--- config.mk ---
export PLATFORM = sky130hd
export DESIGN_NAME = ps2_mouse_packet_decoder_flat
export DESIGN_NICKNAME = d
export VERILOG_FILES = /design/src/hw/rtl/ps2md_pkg.sv /design/src/hw/rtl/ps2md_if.sv /design/src/hw/rtl/ps2md_front.sv /design/src/hw/rtl/ps2md_queue.sv /design/src/hw/rtl/ps2md_back.sv /design/src/hw/rtl/ps2_mouse_packet_decoder.sv /design/src/flat_wrapper.sv
export SDC_FILE = /design/constraint.sdc
export NUM_CORES = 1
export LEC_CHECK = 0
export BUFFER_PORTS_ARGS = -buffer_cell sky130_fd_sc_hd__buf_2
export CAP_MARGIN = 0
export CORE_ASPECT_RATIO = 1.5
export CORE_MARGIN = 2
export CORE_UTILIZATION = 55
export CTS_CLUSTER_DIAMETER = 60
export DETAILED_ROUTE_END_ITERATION = 10
export PLACE_DENSITY = 0.8
export SETUP_SLACK_MARGIN = 0.1
export SLEW_MARGIN = 10
export SYNTH_ARGS = -nofsm -noshare
export SYNTH_HDL_FRONTEND = slang
export SYNTH_SLANG_ARGS = --single-unit
--- constraint.sdc ---
create_clock -name clock -period 4.7 [get_ports clock]
set_clock_uncertainty 0.15 [all_clocks]
set_input_delay 0.47 -clock clock [delete_from_list [all_inputs] [get_ports clock]]
set_output_delay 0.47 -clock clock [all_outputs]
set_load 0.1 [all_outputs]
--- src/hw/rtl/ps2md_pkg.sv ---
// Package for the PS/2 mouse packet decoder: shared types, constants and the
// seven-segment lookup. No dependencies.
`timescale 1ns / 1ps

package ps2md_pkg;

   // Byte and field widths.
   localparam int BYTE_W   = 8;
   localparam int DELTA_W  = 9;
   localparam int POS_W    = 16;
   localparam int SHIFT_W  = 3;
   localparam int SEG_W    = 8;
   localparam int DIGITS   = 6;

   // Default depth of the queue between the front and the back.
   localparam int QUEUE_DEPTH_DEF = 2;

   // Reset value of the delta shift register.
   localparam logic [SHIFT_W-1:0] DELTA_SHIFT_RESET = 3'd4;

   // Bit positions in the first packet byte.
   localparam int LEFT_BIT       = 0;
   localparam int RIGHT_BIT      = 1;
   localparam int ALWAYS_ONE_BIT = 3;
   localparam int DX_NEG_BIT     = 4;
   localparam int DY_NEG_BIT     = 5;

   // Power-on sequence from the mouse: self-test passed, then device ID.
   localparam logic [BYTE_W-1:0] SELF_TEST_OK = 8'hAA;
   localparam logic [BYTE_W-1:0] MOUSE_ID     = 8'h00;

   // One classified window, passed from the front to the back.
   typedef struct packed {
      logic              packet;
      logic              enable;
      logic [BYTE_W-1:0] b1;
      logic [BYTE_W-1:0] b2;
      logic [BYTE_W-1:0] b3;
   } ps2md_item_type;

   typedef logic [SEG_W-1:0] seg_array_type [16];

   localparam seg_array_type SEG_CODES = '{
      8'h3F, 8'h06, 8'h5B, 8'h4F, 8'h66, 8'h6D, 8'h7D, 8'h07,
      8'h7F, 8'h67, 8'h77, 8'h7C, 8'h39, 8'h5E, 8'h79, 8'h71
   };

   // Seven-segment code of one hex digit.
   function automatic logic [SEG_W-1:0] seg_code(input logic [3:0] nibble);
      return SEG_CODES[nibble];
   endfunction

endpackage

--- src/hw/rtl/ps2md_if.sv ---
// Channel interfaces of the PS/2 mouse packet decoder: received bytes,
// decoded results and the configuration write channel. Depends on ps2md_pkg.
`timescale 1ns / 1ps

interface ps2md_req_if;
   logic                        valid;
   logic                        ready;
   logic [ps2md_pkg::BYTE_W-1:0] rx_byte;

   modport source (output valid, output rx_byte, input ready);
   modport sink   (input valid, input rx_byte, output ready);
endinterface

interface ps2md_rsp_if;
   logic                                valid;
   logic                                ready;
   logic                                packet_valid;
   logic                                left_button;
   logic                                right_button;
   logic signed [ps2md_pkg::DELTA_W-1:0] delta_x;
   logic signed [ps2md_pkg::DELTA_W-1:0] delta_y;
   logic signed [ps2md_pkg::POS_W-1:0]   x_position;
   logic signed [ps2md_pkg::POS_W-1:0]   y_position;
   logic [31:0]                         segs_low;
   logic [15:0]                         segs_high;
   logic                                send_enable_cmd;

   modport source (output valid, output packet_valid, output left_button,
                   output right_button, output delta_x, output delta_y,
                   output x_position, output y_position, output segs_low,
                   output segs_high, output send_enable_cmd, input ready);
   modport sink   (input valid, input packet_valid, input left_button,
                   input right_button, input delta_x, input delta_y,
                   input x_position, input y_position, input segs_low,
                   input segs_high, input send_enable_cmd, output ready);
endinterface

interface ps2md_csr_if;
   logic                          valid;
   logic                          ready;
   logic [ps2md_pkg::SHIFT_W-1:0] delta_shift;

   modport source (output valid, output delta_shift, input ready);
   modport sink   (input valid, input delta_shift, output ready);
endinterface

--- src/hw/rtl/ps2md_front.sv ---
// Front of the PS/2 mouse packet decoder: keeps the byte window and
// classifies each window. Depends on ps2md_pkg and ps2md_if.
`timescale 1ns / 1ps

module ps2md_front (
   input  logic                      clock,
   input  logic                      reset,
   ps2md_req_if.sink                 req_ch,
   output logic                      push_valid,
   input  logic                      push_ready,
   output ps2md_pkg::ps2md_item_type push_item
);
   import ps2md_pkg::*;

   logic [BYTE_W-1:0] window_old_ff, window_old_in;
   logic [BYTE_W-1:0] window_mid_ff, window_mid_in;
   logic              accept;

   // A byte is taken whenever the queue has room.
   assign req_ch.ready = push_ready;
   assign push_valid   = req_ch.valid;
   assign accept       = req_ch.valid && push_ready;

   // Classify the window formed by the two held bytes and the new one.
   always_comb begin
      push_item.b1     = window_old_ff;
      push_item.b2     = window_mid_ff;
      push_item.b3     = req_ch.rx_byte;
      push_item.packet = window_old_ff[ALWAYS_ONE_BIT];
      push_item.enable = (window_mid_ff == SELF_TEST_OK) &&
                         (req_ch.rx_byte == MOUSE_ID);
   end

   // Slide the window on every transfer.
   always_comb begin
      window_old_in = window_old_ff;
      window_mid_in = window_mid_ff;
      if (accept) begin
         window_old_in = window_mid_ff;
         window_mid_in = req_ch.rx_byte;
      end
   end

   always_ff @(posedge clock) begin
      if (reset) begin
         window_old_ff <= '0;
         window_mid_ff <= '0;
      end else begin
         window_old_ff <= window_old_in;
         window_mid_ff <= window_mid_in;
      end
   end

endmodule

--- src/hw/rtl/ps2md_queue.sv ---
// Short queue between the front and the back of the PS/2 mouse packet
// decoder. Depends on ps2md_pkg.
`timescale 1ns / 1ps

module ps2md_queue #(
   parameter int DEPTH = ps2md_pkg::QUEUE_DEPTH_DEF
) (
   input  logic                      clock,
   input  logic                      reset,
   input  logic                      push_valid,
   output logic                      push_ready,
   input  ps2md_pkg::ps2md_item_type push_item,
   output logic                      pop_valid,
   input  logic                      pop_ready,
   output ps2md_pkg::ps2md_item_type pop_item
);
   import ps2md_pkg::*;

   localparam int PTR_W = (DEPTH > 1) ? $clog2(DEPTH) : 1;
   localparam int CNT_W = $clog2(DEPTH + 1);

   ps2md_item_type   storage_ff [DEPTH];
   logic [PTR_W-1:0] wr_ptr_ff, wr_ptr_in;
   logic [PTR_W-1:0] rd_ptr_ff, rd_ptr_in;
   logic [CNT_W-1:0] count_ff, count_in;
   logic             push_fire;
   logic             pop_fire;

   assign push_ready = (count_ff != CNT_W'(DEPTH));
   assign pop_valid  = (count_ff != '0);
   assign pop_item   = storage_ff[rd_ptr_ff];
   assign push_fire  = push_valid && push_ready;
   assign pop_fire   = pop_valid && pop_ready;

   // Pointer and occupancy updates.
   always_comb begin
      wr_ptr_in = wr_ptr_ff;
      rd_ptr_in = rd_ptr_ff;
      count_in  = count_ff;
      if (push_fire) begin
         wr_ptr_in = (wr_ptr_ff == PTR_W'(DEPTH - 1)) ? '0 : wr_ptr_ff + 1'b1;
      end
      if (pop_fire) begin
         rd_ptr_in = (rd_ptr_ff == PTR_W'(DEPTH - 1)) ? '0 : rd_ptr_ff + 1'b1;
      end
      if (push_fire && !pop_fire) begin
         count_in = count_ff + 1'b1;
      end else if (pop_fire && !push_fire) begin
         count_in = count_ff - 1'b1;
      end
   end

   always_ff @(posedge clock) begin
      if (reset) begin
         wr_ptr_ff <= '0;
         rd_ptr_ff <= '0;
         count_ff  <= '0;
      end else begin
         wr_ptr_ff <= wr_ptr_in;
         rd_ptr_ff <= rd_ptr_in;
         count_ff  <= count_in;
      end
   end

   // Entry storage needs no reset.
   always_ff @(posedge clock) begin
      if (push_fire) begin
         storage_ff[wr_ptr_ff] <= push_item;
      end
   end

endmodule

--- src/hw/rtl/ps2md_back.sv ---
// Back of the PS/2 mouse packet decoder: scales deltas, accumulates position,
// builds segment codes and drives the result register. Depends on ps2md_pkg
// and ps2md_if.
`timescale 1ns / 1ps

module ps2md_back (
   input  logic                      clock,
   input  logic                      reset,
   input  logic                      pop_valid,
   output logic                      pop_ready,
   input  ps2md_pkg::ps2md_item_type pop_item,
   ps2md_csr_if.sink                 csr_ch,
   ps2md_rsp_if.source               rsp_ch
);
   import ps2md_pkg::*;

   logic [SHIFT_W-1:0]       delta_shift_ff, delta_shift_in;
   logic                     rsp_valid_ff, rsp_valid_in;
   logic                     packet_ff, packet_in;
   logic                     enable_ff, enable_in;
   logic [1:0]               buttons_ff, buttons_in;
   logic signed [DELTA_W-1:0] dx_ff, dx_in;
   logic signed [DELTA_W-1:0] dy_ff, dy_in;
   logic [POS_W-1:0]         pos_x_ff, pos_x_in;
   logic [POS_W-1:0]         pos_y_ff, pos_y_in;
   logic [DIGITS*SEG_W-1:0]  segs_ff, segs_in;

   logic                     pop_fire;
   logic signed [DELTA_W-1:0] dx_ext, dy_ext;
   logic signed [DELTA_W-1:0] dx_scaled, dy_scaled;
   logic [3*BYTE_W-1:0]      word;
   logic [DIGITS*SEG_W-1:0]  segs_new;

   // Configuration register: always ready; the user must write it only while idle, which the block does not enforce.
   assign csr_ch.ready = 1'b1;
   assign delta_shift_in = csr_ch.valid ? csr_ch.delta_shift : delta_shift_ff;

   // Take the next item when the result register is empty or being drained.
   assign pop_ready = !rsp_valid_ff || rsp_ch.ready;
   assign pop_fire  = pop_valid && pop_ready;

   // Nine-bit sign extension followed by an arithmetic shift.
   always_comb begin
      dx_ext    = $signed({pop_item.b1[DX_NEG_BIT], pop_item.b2});
      dy_ext    = $signed({pop_item.b1[DY_NEG_BIT], pop_item.b3});
      dx_scaled = dx_ext >>> delta_shift_ff;
      dy_scaled = dy_ext >>> delta_shift_ff;
   end

   // Segment codes of the six hex digits, lowest digit in the low byte.
   assign word = {pop_item.b1, pop_item.b2, pop_item.b3};
   always_comb begin
      for (int i = 0; i < DIGITS; i++) begin
         segs_new[i*SEG_W +: SEG_W] = seg_code(word[i*4 +: 4]);
      end
   end

   // Latched state and the result register.
   always_comb begin
      rsp_valid_in = rsp_valid_ff;
      packet_in    = packet_ff;
      enable_in    = enable_ff;
      buttons_in   = buttons_ff;
      dx_in        = dx_ff;
      dy_in        = dy_ff;
      pos_x_in     = pos_x_ff;
      pos_y_in     = pos_y_ff;
      segs_in      = segs_ff;
      if (rsp_valid_ff && rsp_ch.ready) begin
         rsp_valid_in = 1'b0;
      end
      if (pop_fire) begin
         rsp_valid_in = 1'b1;
         packet_in    = pop_item.packet;
         enable_in    = pop_item.enable;
         if (pop_item.packet) begin
            buttons_in = {pop_item.b1[RIGHT_BIT], pop_item.b1[LEFT_BIT]};
            dx_in      = dx_scaled;
            dy_in      = dy_scaled;
            pos_x_in   = pos_x_ff +
                         {{(POS_W-DELTA_W){dx_scaled[DELTA_W-1]}}, dx_scaled};
            pos_y_in   = pos_y_ff +
                         {{(POS_W-DELTA_W){dy_scaled[DELTA_W-1]}}, dy_scaled};
            segs_in    = segs_new;
         end
      end
   end

   always_ff @(posedge clock) begin
      if (reset) begin
         delta_shift_ff <= DELTA_SHIFT_RESET;
         rsp_valid_ff   <= 1'b0;
         packet_ff      <= 1'b0;
         enable_ff      <= 1'b0;
         buttons_ff     <= '0;
         dx_ff          <= '0;
         dy_ff          <= '0;
         pos_x_ff       <= '0;
         pos_y_ff       <= '0;
         segs_ff        <= '0;
      end else begin
         delta_shift_ff <= delta_shift_in;
         rsp_valid_ff   <= rsp_valid_in;
         packet_ff      <= packet_in;
         enable_ff      <= enable_in;
         buttons_ff     <= buttons_in;
         dx_ff          <= dx_in;
         dy_ff          <= dy_in;
         pos_x_ff       <= pos_x_in;
         pos_y_ff       <= pos_y_in;
         segs_ff        <= segs_in;
      end
   end

   // Result fields come straight from the registers.
   assign rsp_ch.valid           = rsp_valid_ff;
   assign rsp_ch.packet_valid    = packet_ff;
   assign rsp_ch.left_button     = buttons_ff[0];
   assign rsp_ch.right_button    = buttons_ff[1];
   assign rsp_ch.delta_x         = dx_ff;
   assign rsp_ch.delta_y         = dy_ff;
   assign rsp_ch.x_position      = $signed(pos_x_ff);
   assign rsp_ch.y_position      = $signed(pos_y_ff);
   assign rsp_ch.segs_low        = segs_ff[31:0];
   assign rsp_ch.segs_high       = segs_ff[47:32];
   assign rsp_ch.send_enable_cmd = enable_ff;

endmodule

--- src/hw/rtl/ps2_mouse_packet_decoder.sv ---
// PS/2 mouse packet decoder. Every byte transferred on req_ch yields one
// result on rsp_ch, in order. The block takes one byte per clock cycle while
// req_ch.ready is high; each byte's item is registered in the queue storage
// and its result in the back result register, and a stalled result side is
// absorbed by the QUEUE_DEPTH-entry queue before req_ch.ready drops. A packet
// is taken whenever the oldest of the last three bytes has bit 3 set; its
// buttons, shifted deltas, 16-bit wrapping positions and seven-segment codes
// are held until the next packet. delta_shift (reset 4) is for the user to write
// on csr_ch only while no byte is in flight; the block itself does not enforce this.
`timescale 1ns / 1ps

module ps2_mouse_packet_decoder #(
   parameter int QUEUE_DEPTH = ps2md_pkg::QUEUE_DEPTH_DEF
) (
   input  logic        clock,
   input  logic        reset,
   ps2md_req_if.sink   req_ch,
   ps2md_rsp_if.source rsp_ch,
   ps2md_csr_if.sink   csr_ch
);
   import ps2md_pkg::*;

   logic           push_valid;
   logic           push_ready;
   ps2md_item_type push_item;
   logic           pop_valid;
   logic           pop_ready;
   ps2md_item_type pop_item;

   // Window and classification.
   ps2md_front u_front (
      .clock      (clock),
      .reset      (reset),
      .req_ch     (req_ch),
      .push_valid (push_valid),
      .push_ready (push_ready),
      .push_item  (push_item)
   );

   // Decoupling queue.
   ps2md_queue #(
      .DEPTH (QUEUE_DEPTH)
   ) u_queue (
      .clock      (clock),
      .reset      (reset),
      .push_valid (push_valid),
      .push_ready (push_ready),
      .push_item  (push_item),
      .pop_valid  (pop_valid),
      .pop_ready  (pop_ready),
      .pop_item   (pop_item)
   );

   // Decode and accumulate.
   ps2md_back u_back (
      .clock     (clock),
      .reset     (reset),
      .pop_valid (pop_valid),
      .pop_ready (pop_ready),
      .pop_item  (pop_item),
      .csr_ch    (csr_ch),
      .rsp_ch    (rsp_ch)
   );

endmodule

--- src/flat_wrapper.sv ---
// flat-port wrapper written by rule: the top's interface ports become plain ports
module ps2_mouse_packet_decoder_flat import ps2md_pkg::*;
#(
   parameter int QUEUE_DEPTH = ps2md_pkg::QUEUE_DEPTH_DEF
)
  (clock, reset, req_ch_valid, req_ch_rx_byte, req_ch_ready, rsp_ch_valid, rsp_ch_packet_valid, rsp_ch_left_button, rsp_ch_right_button, rsp_ch_delta_x, rsp_ch_delta_y, rsp_ch_x_position, rsp_ch_y_position, rsp_ch_segs_low, rsp_ch_segs_high, rsp_ch_send_enable_cmd, rsp_ch_ready, csr_ch_valid, csr_ch_delta_shift, csr_ch_ready);
  ps2md_req_if req_ch_i ();
  ps2md_rsp_if rsp_ch_i ();
  ps2md_csr_if csr_ch_i ();
  input  logic clock;
  input  logic reset;
  input wire logic [$bits(req_ch_i.valid)-1:0] req_ch_valid;
  input wire logic [$bits(req_ch_i.rx_byte)-1:0] req_ch_rx_byte;
  output wire logic [$bits(req_ch_i.ready)-1:0] req_ch_ready;
  output wire logic [$bits(rsp_ch_i.valid)-1:0] rsp_ch_valid;
  output wire logic [$bits(rsp_ch_i.packet_valid)-1:0] rsp_ch_packet_valid;
  output wire logic [$bits(rsp_ch_i.left_button)-1:0] rsp_ch_left_button;
  output wire logic [$bits(rsp_ch_i.right_button)-1:0] rsp_ch_right_button;
  output wire logic [$bits(rsp_ch_i.delta_x)-1:0] rsp_ch_delta_x;
  output wire logic [$bits(rsp_ch_i.delta_y)-1:0] rsp_ch_delta_y;
  output wire logic [$bits(rsp_ch_i.x_position)-1:0] rsp_ch_x_position;
  output wire logic [$bits(rsp_ch_i.y_position)-1:0] rsp_ch_y_position;
  output wire logic [$bits(rsp_ch_i.segs_low)-1:0] rsp_ch_segs_low;
  output wire logic [$bits(rsp_ch_i.segs_high)-1:0] rsp_ch_segs_high;
  output wire logic [$bits(rsp_ch_i.send_enable_cmd)-1:0] rsp_ch_send_enable_cmd;
  input wire logic [$bits(rsp_ch_i.ready)-1:0] rsp_ch_ready;
  input wire logic [$bits(csr_ch_i.valid)-1:0] csr_ch_valid;
  input wire logic [$bits(csr_ch_i.delta_shift)-1:0] csr_ch_delta_shift;
  output wire logic [$bits(csr_ch_i.ready)-1:0] csr_ch_ready;
  assign req_ch_i.valid = req_ch_valid;
  assign req_ch_i.rx_byte = req_ch_rx_byte;
  assign req_ch_ready = req_ch_i.ready;
  assign rsp_ch_valid = rsp_ch_i.valid;
  assign rsp_ch_packet_valid = rsp_ch_i.packet_valid;
  assign rsp_ch_left_button = rsp_ch_i.left_button;
  assign rsp_ch_right_button = rsp_ch_i.right_button;
  assign rsp_ch_delta_x = rsp_ch_i.delta_x;
  assign rsp_ch_delta_y = rsp_ch_i.delta_y;
  assign rsp_ch_x_position = rsp_ch_i.x_position;
  assign rsp_ch_y_position = rsp_ch_i.y_position;
  assign rsp_ch_segs_low = rsp_ch_i.segs_low;
  assign rsp_ch_segs_high = rsp_ch_i.segs_high;
  assign rsp_ch_send_enable_cmd = rsp_ch_i.send_enable_cmd;
  assign rsp_ch_i.ready = rsp_ch_ready;
  assign csr_ch_i.valid = csr_ch_valid;
  assign csr_ch_i.delta_shift = csr_ch_delta_shift;
  assign csr_ch_ready = csr_ch_i.ready;
  ps2_mouse_packet_decoder #(.QUEUE_DEPTH(QUEUE_DEPTH)) u_core (.clock(clock), .reset(reset), .req_ch(req_ch_i), .rsp_ch(rsp_ch_i), .csr_ch(csr_ch_i));
endmodule
# ---- Yosys cells after proc, flatten, opt, wreduce, memory -nomap -nowiden
# Memory sizes are Yosys's and may differ from the RTL's. A register that Yosys moved wholly into a read port is not among the register bits.
# Cells that the tools add are included.
dict set report classes {
  n_eq_ne 2
  shifts 2
  n_reduce_logical 15
  addsub 6
  mux 10
  bitwise_logic 6
}
# operator n
set op_table {}
lappend op_table {{16-bit adder} 2}
lappend op_table {{4-bit inverter with 5-bit output} 6}
lappend op_table {{9-bit by 3-bit >>> shifter with 9-bit output} 2}
lappend op_table {{8-bit == test, second input constant} 1}
lappend op_table {{8-bit logical NOT} 1}
lappend op_table {{1-bit two-way mux} 8}
lappend op_table {{1-bit logical AND} 6}
lappend op_table {{2-bit nonzero test} 3}
lappend op_table {{2-bit two-way mux} 2}
lappend op_table {{1-bit logical NOT} 3}
lappend op_table {{1-bit adder, second input constant} 2}
lappend op_table {{2-bit by 1-bit adder with 2-bit output, second input constant} 1}
lappend op_table {{2-bit != test, second input constant} 1}
lappend op_table {{2-bit AND reduction} 1}
lappend op_table {{2-bit by 1-bit subtractor with 2-bit output, second input constant} 1}
lappend op_table {{1-bit logical OR} 1}
dict set report totals {
  n_memories 7
  output_inout_bits 105
  ram_bits 52
  wordCells 62
  ff_bits 78
  input_bits 16
  mem_bits_ro 768
}
# name depth word_bits read_ports rd_clocked_by_memory_dff write_ports line_no
set mem_list {}
lappend mem_list {{(name not given)} 16 8 1 1 0 ps2md_pkg.sv:50} ;# return SEG_CODES[nibble];
lappend mem_list {{(name not given)} 16 8 1 1 0 ps2md_pkg.sv:50}
lappend mem_list {{(name not given)} 16 8 1 1 0 ps2md_pkg.sv:50}
lappend mem_list {{(name not given)} 16 8 1 1 0 ps2md_pkg.sv:50}
lappend mem_list {{(name not given)} 16 8 1 1 0 ps2md_pkg.sv:50}
lappend mem_list {{(name not given)} 16 8 1 1 0 ps2md_pkg.sv:50}
lappend mem_list {{+1 memories} -- -- -- -- -- --}

# ---- Longest topological paths before layout
dict set report logic_depth {
  word_depth 6
  mapped_depth 17
  mapped_depth_nobuf 14
}

# ---- Modules after synthesis
# Synthesis repeated with hierarchy kept, for this count alone.
dict set report hier_totals {
  cells_unflattened 1116
  hier_area_um2 9964.6
}
# mod area_per_inst_um2 seq_area_each_um2 instances cells_per_inst
set by_module_without_submodules {}
lappend by_module_without_submodules {ps2md_back 7009.2 2001.9 1 923}
lappend by_module_without_submodules {ps2md_queue 2097.0 1661.6 1 105}
lappend by_module_without_submodules {ps2md_front 858.3 320.3 1 88}

# ---- Worst setup path before layout
# OpenSTA, ideal clock, no wires.
dict set report synth_timing {
  path_kind {flip-flop to flip-flop}
  startpoint {reg (tool-made name)}
  endpoint {reg u_core.u_back.pos_y_ff[15], in the netlist u_core.u_back.rsp_ch.y_position[15]}
  setup_slack_ps 1060
  arrival_ps 3369
  synth_period_minus_slack_ps 3640
  path_buffers 1
  required_time_ps 4429
  path_stages_with_launch 14
  setup_ps 121
  cell_sequence {dfxtp_1 -> buf_6 -> mux2i_1 -> inv_1 -> mux4_2 -> a21oi_2 -> inv_1 -> ha_1 -> a211oi_1 -> o211ai_1 -> a21boi_0 -> a22oi_1 -> mux2i_1 -> mux2_2}
}
# element line_no
set synth_lines {}
lappend synth_lines {{end signal: assignment} ps2md_back.sv:110} ;# pos_y_ff <= pos_y_in;
lappend synth_lines {{end: declaration} ps2md_back.sv:25} ;# logic [POS_W-1:0] pos_y_ff, pos_y_in;

==> summary.txt <==
status = finished, final reports clean
Post-DP HPWL = 16200 um
FMAX = 0.234 GHz
Initial Utilization = 56.4%
clk buf depth = 2
end of the critical path = u_core.u_back.rsp_ch.y_position[15]
share of cells above drive strength 1 = 17.5%
period utilisation layout = 90.9%
crit-path max FO = 27
number of flops mapped to enable cells by yosys = 50
VDD IR max = 0.482 mV
Max H-tree Level = 4
compound-cell area share of the yosys netlist = 18.3%
WP depth = 13
Clock transition at path regs = 0.07 ns
Post-CTS Setup Inserts = 0
RR Endpoint = u_core.u_back.rsp_ch.y_position[15]
Via-to-Cell Ratio = 5.89
CP max stage cell = mux2i_1
post-synth cell types = 66
Inserted Clock Buffers = 17
Remaining DRCs = 0
DRT antenna net count = 0
Critical Path, Cell by Cell = buf_4 -> mux2i_1 -> inv_1 -> mux2i_1 -> mux2_2 -> o21ai_0 -> ha_1 -> a21oi_1 -> o211ai_1 -> a21boi_0 -> a22oi_1 -> mux2i_1 -> mux2_2
Clock Latency Late Sink = 0.44 ns
register area share after synthesis = 41.3%
XOR/XNOR Fraction of Synth Area = 2.03%
RePlAce Congestion = 0.962
routed wire length on met2 = 11600 um
FF-to-FF path depth = 13
top_reg_cell synth = dfxtp_1
CTS resizes = 0
Die Ht = 165 um
Rows = 58
drt pass-1 iters = 5
CTS tree = done
Min Clock Period, post-route = 4.27 ns
Buffers & Inverters on Critical Path = 2
Layout area overhead = 13.0%
Synth Register Bits = 171
max-cap viol count = 0
largest family of logic cells by synthesized area = compound AO/OA/AOI/OAI gates
Hold-fix buffers, CTS = 0
M1 WL = 9470 um
top cell type's share of synthesized area = 25.5%
Starting DRT DRC Count = 588
Hold Fails Final Rpt = 0
nature of the critical path startpoint = flop
RSZ-0062 raised after global routing = false
Post-Synth Adder-Cell Area = 9.64%
Met3 Routed Length = 836 um
first-pass GRT wire length = 36300 um
commonest non-fill, non-tap cells in the layout = nand2_1 (158), a21oi_1 (124), dfxtp_1 (120)
number of inserted diodes = 0
Leak = 4.46 nW
final wirelength = 22900 um
commonest non-fill, non-tap cell in the layout = nand2_1
max layer used = met4
WS Path Type = reg -> reg
Async SR Flop Fraction = 0%
top cells by area, synth = dfxtp_1 (26%), edfxtp_1 (16%), ha_1 (9.2%), a21oi_1 (6.5%), nand2_1 (6.2%)
IO Port Bufs = 113
DR WL/cell = 16.7 um
Slew headroom = 25.8%
setup TNS = 0 ns
root buffer cell = clkbuf_16
Ports = 121
yosys warns = 0
initial antenna violation count = 0
leading area contributor after synthesis = dfxtp_1
TritonCTS Sinks = 171
GRT overflow = 0
CP delay by family, top = multiplexers
crit path DAT = 4.45 ns
Vias = 8047
power per cell area = 775 nW/um^2
CORE AREA = 16800 um^2
Worst R2R Setup Slack = 0.43 ns
crit end category = flop
Post-Synth Simple-Gate Area = 15.4%
Syn Inst Count = 1049
Cell Area, Synth = 9500 um^2
largest net degree at the start of global routing = 86
Die W = 111 um
Required @ worst endpoint = 4.88 ns
Final #Nets = 1232
Final Max Slew Viols = 0
final core utilization = 63.7%
max incr delay on CP = 0.56 ns
vias in the first global route = 7507
worst hold path class = in -> reg
# setup viols final = 0
worst slew pin tran = 1.11 ns
mux cell area share after synthesis = 8.08%
Mapped Avg Cell Area = 9.05 um^2
full die area = 18400 um^2
GRT Overall Usage = 24.4%
crit-path most repeated cell = mux2i_1
## synth_stat cells (15+ instances only)
cell type	number
a211oi_1	26
mux2_2	18
inv_1	32
o21ai_0	48
mux2i_1	31
buf_2	20
nand3_1	29
a21oi_1	124
xnor2_1	15
ha_1	70
nand2_1	158
clkbuf_1	20
dfxtp_1	121
edfxtp_1	50
nor2_1	89
## sequential cells by signal, summed over array words and instances (netlist names), named ones only
register                              count
u_core.u_queue.storage_ff                50
u_core.u_back.delta_shift_ff              3
u_core.u_back.rsp_ch.x_position          16
u_core.u_back.rsp_ch.delta_y              9
u_core.u_back.rsp_ch.delta_x              9
u_core.u_back.buttons_ff                  2
u_core.u_queue.count_ff                   2
u_core.u_queue.rd_ptr_ff                  1
u_core.u_back.segs_ff                    42
u_core.u_back.rsp_ch.packet_valid         1
u_core.u_queue.wr_ptr_ff                  1
u_core.u_back.rsp_ch.y_position          16
u_core.u_front.window_mid_ff              8
u_core.u_front.window_old_ff              8
u_core.u_back.rsp_ch.valid                1
u_core.u_back.rsp_ch.send_enable_cmd      1
## routing by layer
layer / vias up / global-route usage, %
li1: 3936 / -
met1: 3825 / 28.2
met2: 224 / 43.3
met3: 62 / 3.74
met4: 0 / 13.7
met5: - / 0
## layout make-up
type,instances,area (um^2)
timing repair buffer,130,696
inverter,37,139
clock buffer,20,468
fill,1400,6100
sequential,171,3930
tap,210,263
multi-input combinational,787,5120
clock inverter,12,124
## worst min path at each step
stage / start / end / slack [ns] / cells past startpoint
2_1_floorplan: u_core.u_front.window_old_ff[0] / u_core.u_queue.storage_ff[0][16] / 0.28 / 0
3_3_place_gp: u_core.u_front.window_old_ff[3] / u_core.u_queue.storage_ff[0][19] / 0.28 / 0
3_5_place_dp: u_core.u_front.window_old_ff[7] / u_core.u_queue.storage_ff[0][23] / 0.29 / 0
4_1_cts: req_ch_rx_byte[7] / u_core.u_queue.storage_ff[0][7] / 0.11 / 1
5_1_grt: req_ch_rx_byte[3] / u_core.u_queue.storage_ff[1][3] / 0.12 / 1
6_report: req_ch_rx_byte[7] / u_core.u_queue.storage_ff[0][7] / 0.13 / 1
## power breakdown
group          switching, mW  total [mW]  internal [mW]
sequential             0.239        2.12           1.88
combinational           3.58        4.79           1.22
clock                  0.656        1.41          0.750
## per-stage QoR
step / worst slack [ns] / power, mW / std cells / hold slack, ns / area, um^2
6_report: 0.427 / 8.32 / 1367 / 0.128 / 10700
5_1_grt: 0.192 / 8.77 / 1367 / 0.123 / 10700
4_1_cts: 0.457 / 8.32 / 1367 / 0.115 / 10700
3_5_place_dp: 0.505 / 6.91 / 1335 / 0.291 / 10100
3_3_place_gp: 0.687 / 6.84 / 1335 / 0.281 / 10100
2_1_floorplan: 1.06 / 6.09 / 1054 / 0.275 / 9520
## worst register-to-register path, stage by stage, from the launching register on
cell and delay, ns:
dfxtp_2 0.47, buf_4 0.38, mux2i_1 0.56, inv_1 0.20, mux2i_1 0.22, mux2_2 0.20, o21ai_0 0.14, ha_1 0.41
a21oi_1 0.29, o211ai_1 0.17, a21boi_0 0.30, a22oi_1 0.16, mux2i_1 0.17, mux2_2 0.34
## kinds of logic after synthesis
logic type | after synthesis
buffers and inverters | 96
XOR/XNOR | 22
AO/OA/AOI/OAI | 286
AND/OR/NAND/NOR | 338
adder cells (fa/ha/maj) | 72
other | 2
multiplexers | 62
flip-flops | 171
No activity file was read; power rests on OpenSTA's default activity.
